`src/sv/cau_queue.sv`:
```
// two-entry queue between decode and datapath
`default_nettype none

module cau_queue #(
    parameter int W = 134
) (
    input  wire logic         clk,
    input  wire logic         rst_n,
    input  wire logic         push,
    input  wire logic [W-1:0] din,
    output logic              full,
    input  wire logic         pop,
    output logic              valid,
    output logic [W-1:0]      dout
);

    localparam int DEPTH = 2;

    logic [W-1:0] mem_reg [DEPTH];
    logic         wp_reg;
    logic         rp_reg;
    logic [1:0]   cnt_reg;
    logic [1:0]   cnt_next;

    assign valid = cnt_reg != 2'd0;
    assign full  = cnt_reg == 2'(DEPTH);
    assign dout  = mem_reg[rp_reg];

    always_comb
    begin
        cnt_next = cnt_reg;
        if (push && !pop)
        begin
            cnt_next = cnt_reg + 2'd1;
        end
        else if (pop && !push)
        begin
            cnt_next = cnt_reg - 2'd1;
        end
    end

    always_ff @(posedge clk or negedge rst_n)
    begin
        if (!rst_n)
        begin
            wp_reg  <= 1'b0;
            rp_reg  <= 1'b0;
            cnt_reg <= 2'd0;
        end
        else
        begin
            cnt_reg <= cnt_next;
            if (push)
            begin
                wp_reg <= !wp_reg;
            end
            if (pop)
            begin
                rp_reg <= !rp_reg;
            end
        end
    end

    always_ff @(posedge clk)
    begin
        if (push)
        begin
            mem_reg[wp_reg] <= din;
        end
    end

endmodule

`default_nettype wire

```
`config.mk`:
```
export PLATFORM = sky130hd
export DESIGN_NAME = cau_queue
export DESIGN_NICKNAME = d
export VERILOG_FILES = /design/src/sv/cau_queue.sv
export SDC_FILE = /design/constraint.sdc
export NUM_CORES = 1
export LEC_CHECK = 0
export ABC_CLOCK_PERIOD_IN_PS = 7300
export CAP_MARGIN = 20
export CORE_UTILIZATION = 40
export CTS_CLUSTER_SIZE = 20
export DETAILED_ROUTE_END_ITERATION = 10
export DONT_BUFFER_PORTS = 1
export SYNTH_ARGS = -nofsm -noshare
export SYNTH_HDL_FRONTEND = slang
export SYNTH_SLANG_ARGS = --single-unit
```
`constraint.sdc`:
```
create_clock -name clk -period 7.3 [get_ports clk]
set_clock_uncertainty 0.05 [all_clocks]
set_input_delay 0.365 -clock clk [delete_from_list [all_inputs] [get_ports clk]]
set_output_delay 0.365 -clock clk [all_outputs]
set_load 0.02 [all_outputs]
```
==> summary.txt <==
Seq/Total Area, Yosys - 81.1%
core area - 0.0245 mm^2
dominant synthesized flop cell - edfxtp_1
Tmin final - 3.05 ns
syn avg cell area - 23.2 um^2
P&R area growth vs syn - 26.0%
hold slack final - 0.0573 ns
total number of vias - 4488
Async S/R FF share, synth - 1.47%
slowest stage delay, CP - 0.71 ns
CTS max path bufs - 3
Startpoint Class - flop
post-route ant nets - 0
mapped cell area - 0.0101 mm^2
antenna violations before repair - 1
CTS tree - done
initial drt markers - 218
Synth area leader - edfxtp_1
Gates resized, CTS repair - 0
Final Hold Viols - 0
Worst slew margin - 36.2%
clk sinks - 272
Worst Path Buf+Inv - 2
final worst-path cycle share - 41.7%
count leader, synth - edfxtp_1
status - completed
critical path, cell by cell - nor2b_4 > buf_4 > buf_4
final slew viol count - 0
# rows - 57
static leakage - 0.00439 uW
Tot GR Track Use - 13.6%
unrepaired setup endpoints after global routing - no
Port Buf Inserts - 0
maximum vdd drop - 279 uV
CP dominant cell by count - buf_4
DRC viols - 0
Arrival @ worst endpoint - 3.14 ns
Netlist cell types - 14
Die X - 161 um
WS Path Type - flop to flop
GPL Wtd Cong - 0.738
Multi-input gate area - 0.00179 mm^2
1st-pass router iterations - 6
Clk Latency, worst-skew pair - 0.52 ns
fillcell total - 1889
FF+latch count, synth - 272
EDFF count, synth - 268
max FFs per register - 268
Syn Nets - 572
FF+latch area - 0.00815 mm^2
cells after synthesis - 433
vias in the first global route - 4828
f_max - 328 MHz
via/cell ratio - 4.80
share of layout cells above drive strength 1 - 30.1%
htree depth - 1
Critical Path RT - 7.40 ns
Cell Area, Placed - 0.0104 mm^2
TritonCTS Buffers - 27
CP max stage cell - nor2b_4
maxcap violations - 0
grt ovf - 0
Final setup viols - 0
WL final - 18.0 mm
Antenna diodes - 0
Initial Utilization - 41.1%
Die Ht - 161 um
die area - 0.0258 mm^2
post-synth top area share - 80.1%
largest net degree at the start of global routing - 82
largest fanout on the critical path - 54
Synth top cells by count - edfxtp_1, mux2_2, mux2_4
synth top area cells - edfxtp_1, mux2_2, mux2_4, dfrtp_1, buf_6
Hold Path Class - primary input to flop
Final Cell Area - 0.0127 mm^2
DP HPWL - 11.0 mm
postcts setup bufs - 0
critical path's top delay family - buffers and inverters
# nets final - 729
Setup TNS - 0 ns
CTS root buf - clkbuf_16
first-pass GRT wire length - 27.1 mm
Clock transition at path regs - 0.06 ns
Hold Buf Count CTS - 137
wire per inst - 19.3 um
Slew @ Worst Pin - 0.957 ns
Warnings, synthesis - 0
Ports - 274
CP Capture Type - flop
Power Density - 388 mW/mm^2
-- cell usage in the layout, fill, tap and decap left out, types with 2 or more instances in the layout --
| cell | n |
|---|---|
| clkbuf_1 | 7 |
| xor2_1 | 4 |
| mux2_4 | 50 |
| dfrtp_1 | 3 |
| clkinv_1 | 3 |
| edfxtp_1 | 268 |
| dlygate4sd3_1 | 137 |
| buf_4 | 4 |
| mux2_2 | 84 |
| clkbuf_8 | 2 |
| buf_16 | 2 |
| bufinv_16 | 2 |
| clkbuf_16 | 27 |
| clkinv_2 | 7 |
| inv_6 | 2 |
-- report_power, final --
group / switching, uW / internal (uW) / total [uW]
clock network: 539 / 773 / 1310
registers: 101 / 2080 / 2180
logic: 896 / 530 / 1430
-- metal layers --
| metal | vias up | part of all wire, % | GRT usage, % |
|---|---|---|---|
| met3 | 38 | 9.2 | 4.93 |
| met5 | - | 0.044 | 0 |
| met1 | 2195 | 38 | 15.6 |
| li1 | 2048 | - | - |
| met4 | 2 | 3.0 | 4.72 |
| met2 | 205 | 50 | 23.4 |
-- final timing paths --
check / from / to / slack [ns] / cells after the start
setup / recovery: wp_reg$_DFFE_PN0P_ / mem_reg[0][115]$_DFFE_PP_ / 4.25 / 3
setup reg to reg: wp_reg$_DFFE_PN0P_ / mem_reg[0][115]$_DFFE_PP_ / 4.25 / 3
min in group asynchronous: rst_n / cnt_reg[1]$_DFFE_PN0P_ / 0.07 / 1
hold / removal: push / cnt_reg[0]$_DFFE_PN0P_ / 0.06 / 2
max in group asynchronous: rst_n / rp_reg$_DFFE_PN0P_ / 6.92 / 1
hold reg to reg: cnt_reg[1]$_DFFE_PN0P_ / cnt_reg[1]$_DFFE_PN0P_ / 0.45 / 1
-- worst register-to-register path, delay by kind of cell, from the launching register on --
kind                   cells  cell delay, ns
DFF                        1            0.42
and+or+nand+nor            1            0.71
buffers and inverters      2            1.46
-- area by class of cell --
class | count | area share (%)
clock buffer | 36 | 5.76
inverter | 1 | 0.0296
sequential | 272 | 64.4
tap | 324 | 3.20
multi-input combinational | 145 | 14.2
clock inverter | 14 | 0.978
timing repair buffer | 143 | 11.5
-- cell families after synthesis --
group                      Yosys count  share of synthesized area (%)
xor gates and xnor gates             5                          0.436
adders and majority gates            1                          0.124
buffers and inverters               16                           1.22
DFF                                272                           81.1
muxes                              134                           16.9
and+or+nand+nor                      5                          0.286
-- through the flow --
step,utilization [%],std cells,setup WS (ns),power [uW]
6_report,51.8,935,4.25,4910
5_1_grt,51.8,935,4.05,5120
4_1_cts,51.5,933,3.69,4960
3_5_place_dp,42.4,746,4.18,3570
3_3_place_gp,42.4,746,4.31,3540
2_1_floorplan,-,433,0.283,3430
Power figures use the tool's default switching activity.
