===== config.mk =====
export PLATFORM = sky130hd
export DESIGN_NAME = cau_front
export DESIGN_NICKNAME = d
export VERILOG_FILES = /design/src/sv/cau_pkg.sv /design/src/sv/cau_front.sv
export SDC_FILE = /design/constraint.sdc
export NUM_CORES = 1
export LEC_CHECK = 0
export BUFFER_PORTS_ARGS = -buffer_cell sky130_fd_sc_hd__buf_2
export CAP_MARGIN = 15
export CORE_AREA = 2 2 105 107
export CTS_BUF_LIST = sky130_fd_sc_hd__clkbuf_8
export CTS_CLUSTER_DIAMETER = 100
export DETAILED_ROUTE_END_ITERATION = 10
export DIE_AREA = 0 0 107 109
export GPL_ROUTABILITY_DRIVEN = 0
export PLACE_DENSITY = 0.86
export SETUP_SLACK_MARGIN = 0.02
export SLEW_MARGIN = 25
export SYNTH_ARGS = -nofsm -noshare
export SYNTH_HDL_FRONTEND = slang
export SYNTH_SLANG_ARGS = --single-unit

===== constraint.sdc =====
create_clock -name clk -period 16.2 [get_ports clk]
set_input_delay 0.81 -clock clk [delete_from_list [all_inputs] [get_ports clk]]
set_output_delay 0.81 -clock clk [all_outputs]
set_load 0.02 [all_outputs]

===== src/sv/cau_pkg.sv =====
// shared codes and types of the complex arithmetic unit
`default_nettype none

package cau_pkg;

    localparam int MODE_W = 3;
    localparam int ST_W   = 2;

    localparam logic [MODE_W-1:0] MODE_ADD  = 3'd0;
    localparam logic [MODE_W-1:0] MODE_SUB  = 3'd1;
    localparam logic [MODE_W-1:0] MODE_MUL  = 3'd2;
    localparam logic [MODE_W-1:0] MODE_DIV  = 3'd3;
    localparam logic [MODE_W-1:0] MODE_ABS  = 3'd4;
    localparam logic [MODE_W-1:0] MODE_SQRT = 3'd5;

    localparam logic [ST_W-1:0] ST_OK   = 2'd0;
    localparam logic [ST_W-1:0] ST_DIVZ = 2'd1;
    localparam logic [ST_W-1:0] ST_SAT  = 2'd2;

    typedef struct packed {
        logic add_op;
        logic sub_op;
        logic mul_op;
        logic div_op;
        logic abs_op;
        logic sqrt_op;
    } cau_op_t;

endpackage

`default_nettype wire


===== src/sv/cau_front.sv =====
// request register and operation decode
`default_nettype none

module cau_front import cau_pkg::*; #(
    parameter int DATA_WIDTH = 32,
    localparam int QW = $bits(cau_op_t) + 4 * DATA_WIDTH
) (
    input  wire logic                         clk,
    input  wire logic                         rst_n,
    input  wire logic                         req_valid,
    output logic                              req_stall,
    input  wire logic [MODE_W-1:0]            mode,
    input  wire logic signed [DATA_WIDTH-1:0] a_re,
    input  wire logic signed [DATA_WIDTH-1:0] a_im,
    input  wire logic signed [DATA_WIDTH-1:0] b_re,
    input  wire logic signed [DATA_WIDTH-1:0] b_im,
    input  wire logic                         q_full,
    output logic                              q_push,
    output logic [QW-1:0]                     q_din
);

    cau_op_t         op;
    logic            f_valid_reg;
    logic [QW-1:0]   f_data_reg;

    always_comb
    begin
        op = '0;
        unique case (mode)
            MODE_ADD:  op.add_op  = 1'b1;
            MODE_SUB:  op.sub_op  = 1'b1;
            MODE_MUL:  op.mul_op  = 1'b1;
            MODE_DIV:  op.div_op  = 1'b1;
            MODE_ABS:  op.abs_op  = 1'b1;
            MODE_SQRT: op.sqrt_op = 1'b1;
            default:   op = '0;
        endcase
    end

    assign req_stall = f_valid_reg && q_full;
    assign q_push    = f_valid_reg && !q_full;
    assign q_din     = f_data_reg;

    always_ff @(posedge clk or negedge rst_n)
    begin
        if (!rst_n)
        begin
            f_valid_reg <= 1'b0;
        end
        else if (!f_valid_reg || !q_full)
        begin
            f_valid_reg <= req_valid;
        end
    end

    always_ff @(posedge clk)
    begin
        if (req_valid && !req_stall)
        begin
            f_data_reg <= {op, a_re, a_im, b_re, b_im};
        end
    end

endmodule

`default_nettype wire


==> results of run 1 <==
through the flow:
stage | power (mW) | hold WS, ns | std cells | utilization, %
CTS | 0.757 | 0.111 | 589 | 57.1
floorplan | 0.459 | 0.472 | 145 | -
detailed placement | 0.489 | 0.581 | 557 | 53.5
finish | 0.747 | 0.147 | 589 | 57.1
global placement | 0.487 | 0.551 | 557 | 53.5
global route | 0.775 | 0.109 | 589 | 57.1
synthesized netlist by cell type:
cell	n
dfrtp_1	1
nor3b_1	3
a21boi_0	1
edfxtp_1	134
and3b_2	2
nor3_1	1
a21o_1	1
nor2b_1	1
and2_1	1
cell type report:
cell class	instances	area, µm²
flip-flops and latches	135	4050
fillers	855	4550
clock buffers	17	234
well taps	140	175
repair buffers	272	1370
clock inverters	15	146
multi-input cells	10	86.3
routing by layer:
metal	vias to the layer above	track usage, %	part of all wire (%)
li1	1171	-	-
met1	1190	16.1	35
met2	165	26.0	52
met3	9	8.31	12
met4	0	6.40	1.0
met5	-	0	0
worst paths after layout:
path	endpoint	slack, ns
setup / recovery	req_stall	14.14
hold / removal	f_valid_reg	0.15
setup reg to reg	q_din[70]	14.45
hold reg to reg	f_valid_reg	0.58
max in group asynchronous	f_valid_reg	15.97
min in group clk	q_din[23]	0.56
logic make-up (layout without fill, tap and decap cells):
kind of cell	after synthesis	after routing	share of synthesized area (%)
buffers and inverters	0	304	0
AND/OR/NAND/NOR	8	8	1.46
flip-flops	135	135	98.2
AO/OA/AOI/OAI	2	2	0.364
critical path, cell delays in order:
cell    delay, ns
buf_2        0.13
and2_1       0.15
buf_2        0.15
power by group through the flow:
| stage | Sequential [mW] | Combinational [mW] | Clock [mW] |
|---|---|---|---|
| 6_report | 0.412 | 0.0684 | 0.267 |
| 5_1_grt | 0.414 | 0.0732 | 0.288 |
| 4_1_cts | 0.413 | 0.0693 | 0.275 |
| 3_5_place_dp | 0.420 | 0.0692 | 0 |
| 3_3_place_gp | 0.419 | 0.0674 | 0 |
| 2_1_floorplan | 0.452 | 0.00746 | 0 |
==> impl_metrics.tcl, run 1 <==
set metrics [dict create \
    ys_warn_count 0 \
    largest_reg_flops 134 \
    p_switching_uw 168 \
    p_leak_nw 2.61 \
    reg2regPathDepth 2 \
    place_ws_ns 13.92 \
    yosys.area.top_type "edfxtp_1" \
    core_um2 10600 \
    layout_common_cells "buf_2 (270), edfxtp_1 (134), clkbuf_8 (17)" \
    seqPwrFrac_pct 55.2 \
    cp-end-kind "output pin" \
    die_y_um 109 \
    ioPinCount 271 \
    syn_avg_cell_area_um2 28.4 \
    cap_viol_max_count 0 \
    grt_start_max_net_pins 77 \
    drtIter0Drc 81 \
    cts-resized-gates 0 \
    cts.clk_slew.worst_paths_ns 0.07 \
    htreeDepth 4 \
    cp.arrival_ns 1.25 \
    path_max_fanout 4 \
    hold_viol 0 \
    drive_gt1_share_pct 67.3 \
    critical_path_class "input port to output pin" \
    switching_share_pct 22.5 \
    numCtsBuffers 17 \
    drcViolationCount 0 \
    root_buffer "clkbuf_8" \
    clk_latency_ns 0.42 \
    fin_nets 571 \
    status "finished clean" \
    cts.sinks 135 \
    portBuffers 270 \
    dr.pass1.iters 4 \
    synth_cell_types 9 \
    rows 38 \
    grt_pass1_vias 2572 \
    final_common_cell "buf_2" \
    place_area_um2 5680 \
    crit_start "q_full" \
    cts_tree "yes" \
    relSlewSlack_pct 37.8 \
    synth_cells 145 \
    synth_seq_cells 135 \
    rsz0062_at_grt "false" \
    synthesis.nets 280 \
    max_freq_ghz 0.486 \
    ys_seq_area_share_pct 98.2 \
    start_util_pct 38.9 \
    die_area_um2 11700 \
    period_needed_ns 2.06 \
    grt_overflow 0 \
    tightest_slew_ns 0.934 \
    vias 2535 \
    r2r_start "f_valid_reg" \
    netlist_area_um2 4120 \
    comb_power_share_pct 9.1 \
    min_period_over_period_pct 12.7 \
    antenna_left 0 \
    peakVddDrop_mv 0.0575 \
    wl_per_cell_um 15.9 \
    p_clk_share_pct 35.7 \
    clock_skew_ns 0.00927 \
    design_area_um2 6060 \
    grt_usage_pct 15.4 \
    syn_to_final_growth_pct 46.9 \
    required_ns 15.39 \
    wl_um 9360 \
    internal_power_uw 579 \
    clockBufferDepth 2 \
    start_kind "input port" \
    slew_violations 0 \
    ys_top_cells_by_area "edfxtp_1 (98%), dfrtp_1 (0.61%), nor3b_1 (0.55%), and3b_2 (0.49%), a21boi_0 (0.18%)" \
    grt_pass1_wl_um 12700 \
    fin_setup_tns_ns 0 \
    yosysTopAreaCellShare_pct 97.6 \
    holdCritPathClass "input port to asynchronous set/reset pin" \
    power_density_nw_per_um2 123 \
    setup_violations 0 \
    worst_slack_ns 14.14 \
    fp.dieW_um 107 \
    antenna_found_initial 0 \
    detail_route.vias_per_cell 4.30 \
    diodes 0 \
    holdBufCountCts 0 \
    cts_setup_buffers 0 \
]
Power figures use the tool's default switching activity.
==> run 2, diff against run 1 <==
--- a/config.mk
+++ b/config.mk
@@ -7,13 +7,12 @@
 export LEC_CHECK = 0
 export BUFFER_PORTS_ARGS = -buffer_cell sky130_fd_sc_hd__buf_2
 export CAP_MARGIN = 15
-export CORE_AREA = 2 2 105 107
+export CORE_UTILIZATION = 39
 export CTS_BUF_LIST = sky130_fd_sc_hd__clkbuf_8
 export CTS_CLUSTER_DIAMETER = 100
 export DETAILED_ROUTE_END_ITERATION = 10
-export DIE_AREA = 0 0 107 109
 export GPL_ROUTABILITY_DRIVEN = 0
-export PLACE_DENSITY = 0.86
+export PLACE_DENSITY = 0.88
 export SETUP_SLACK_MARGIN = 0.02
 export SLEW_MARGIN = 25
 export SYNTH_ARGS = -nofsm -noshare
==> constraint.sdc (replaced) <==
create_clock -name clk -period 1.75 [get_ports clk]
set_input_delay 0.0875 -clock clk [delete_from_list [all_inputs] [get_ports clk]]
set_output_delay 0.0875 -clock clk [all_outputs]
set_load 0.02 [all_outputs]
==> impl_metrics.tcl, run 2 <==
set metrics [dict create \
    ys_seq_area_share_pct 98.2 \
    dp_hpwl_um 6780 \
    synthesis.nets 280 \
    ys_top_cells_by_area "edfxtp_1 (98%), dfrtp_1 (0.61%), nor3b_1 (0.55%), and3b_2 (0.49%), a21boi_0 (0.18%)" \
    fp.dieW_um 105 \
    clockBufferDepth 2 \
    rows 37 \
    ys_async_sr_fraction_pct 0.741 \
    cts-resized-gates 0 \
    synth_seq_cells 135 \
    synth_ff_type "edfxtp_1" \
    netlist_area_um2 4120 \
    portBuffers 270 \
    synth_cells 145 \
    dp_cells 553 \
    flow.stopped_at "clock tree synthesis (4_1_cts)" \
    syn_avg_cell_area_um2 28.4 \
    synth_cell_types 9 \
    numCtsBuffers 17 \
    ys_warn_count 0 \
    yosys.cell_count.top_type "edfxtp_1" \
    holdBufCountCts 118 \
    ioPinCount 271 \
    yosys.area.top_type "edfxtp_1" \
    synthTopCellsByCount "edfxtp_1 (134), nor3b_1 (3), and3b_2 (2)" \
    die_y_um 105 \
    cts.sinks 135 \
    htreeDepth 4 \
    place_area_um2 5700 \
    root_buffer "clkbuf_8" \
    error "[ERROR RSZ-0060] Max buffer count reached." \
    cts_setup_buffers 0 \
    yosysTopAreaCellShare_pct 97.6 \
    start_util_pct 40.1 \
    synth_edf_count 134 \
    status "did not finish" \
]
run 2: cell counts after synthesis:
Identical to the previous run, type by type.
run 2: per-stage QoR:
| step | setup slack [ns] | hold slack [ns] |
|---|---|---|
| 2_1_floorplan | -1.33 | -0.208 |
| 3_3_place_gp | 0.418 | -0.137 |
| 3_5_place_dp | 0.349 | -0.133 |
run 2: cell families after synthesis:
family / after synthesis / share of synthesized area [%]
flops: 135 / 98.2
simple gates: 8 / 1.46
compound gates: 2 / 0.364
==> run 3, diff against run 2 <==
--- a/config.mk
+++ b/config.mk
@@ -7,13 +7,10 @@
 export LEC_CHECK = 0
 export BUFFER_PORTS_ARGS = -buffer_cell sky130_fd_sc_hd__buf_2
 export CAP_MARGIN = 15
-export CORE_UTILIZATION = 39
-export CTS_BUF_LIST = sky130_fd_sc_hd__clkbuf_8
-export CTS_CLUSTER_DIAMETER = 100
+export CORE_UTILIZATION = 30
 export DETAILED_ROUTE_END_ITERATION = 10
 export GPL_ROUTABILITY_DRIVEN = 0
-export PLACE_DENSITY = 0.88
-export SETUP_SLACK_MARGIN = 0.02
+export PLACE_DENSITY_LB_ADDON = 0.15
 export SLEW_MARGIN = 25
 export SYNTH_ARGS = -nofsm -noshare
 export SYNTH_HDL_FRONTEND = slang
==> constraint.sdc (replaced) <==
create_clock -name clk -period 2.3 [get_ports clk]
set_input_delay 0.115 -clock clk [delete_from_list [all_inputs] [get_ports clk]]
set_output_delay 0.115 -clock clk [all_outputs]
set_load 0.02 [all_outputs]
==> impl_metrics.tcl, run 3 <==
set metrics [dict create \
    ioPinCount 271 \
    error "[ERROR RSZ-0060] Max buffer count reached." \
    htreeDepth 4 \
    portBuffers 270 \
    synthTopCellsByCount "edfxtp_1 (134), nor3b_1 (3), and3b_2 (2)" \
    ys_async_sr_fraction_pct 0.741 \
    ys_top_cells_by_area "edfxtp_1 (98%), dfrtp_1 (0.61%), nor3b_1 (0.55%), and3b_2 (0.49%), a21boi_0 (0.18%)" \
    clockBufferDepth 2 \
    dp_cells 593 \
    dp_hpwl_um 6560 \
    status "did not finish" \
    synthesis.nets 280 \
    fp.dieW_um 119 \
    synth_cells 145 \
    yosys.cell_count.top_type "edfxtp_1" \
    synth_edf_count 134 \
    yosys.area.top_type "edfxtp_1" \
    synth_ff_type "edfxtp_1" \
    syn_avg_cell_area_um2 28.4 \
    ys_warn_count 0 \
    yosysTopAreaCellShare_pct 97.6 \
    holdBufCountCts 126 \
    numCtsBuffers 17 \
    cts.sinks 135 \
    synth_seq_cells 135 \
    die_y_um 119 \
    synth_cell_types 9 \
    start_util_pct 30.9 \
    cts-resized-gates 0 \
    flow.stopped_at "clock tree synthesis (4_1_cts)" \
    rows 42 \
    ys_seq_area_share_pct 98.2 \
    root_buffer "clkbuf_16" \
    netlist_area_um2 4120 \
    cts_setup_buffers 0 \
]
-- run 3: cell counts after synthesis --
Identical to the previous run, type by type.
-- run 3: kinds of logic after synthesis --
group	count (synthesis)	share of synthesized area, %
flip-flops	135	98.2
AND/OR/NAND/NOR	8	1.46
AO/OA/AOI/OAI	2	0.364
-- run 3: stage by stage --
step                setup TNS (ns)  utilization [%]  hold slack [ns]  instance area (µm²)  setup slack, ns
floorplan                  -104.53                -           -0.181                 4140           -0.780
global placement                 0             43.1           -0.110                 5750            0.909
detailed placement               0             43.1           -0.109                 5750            0.876
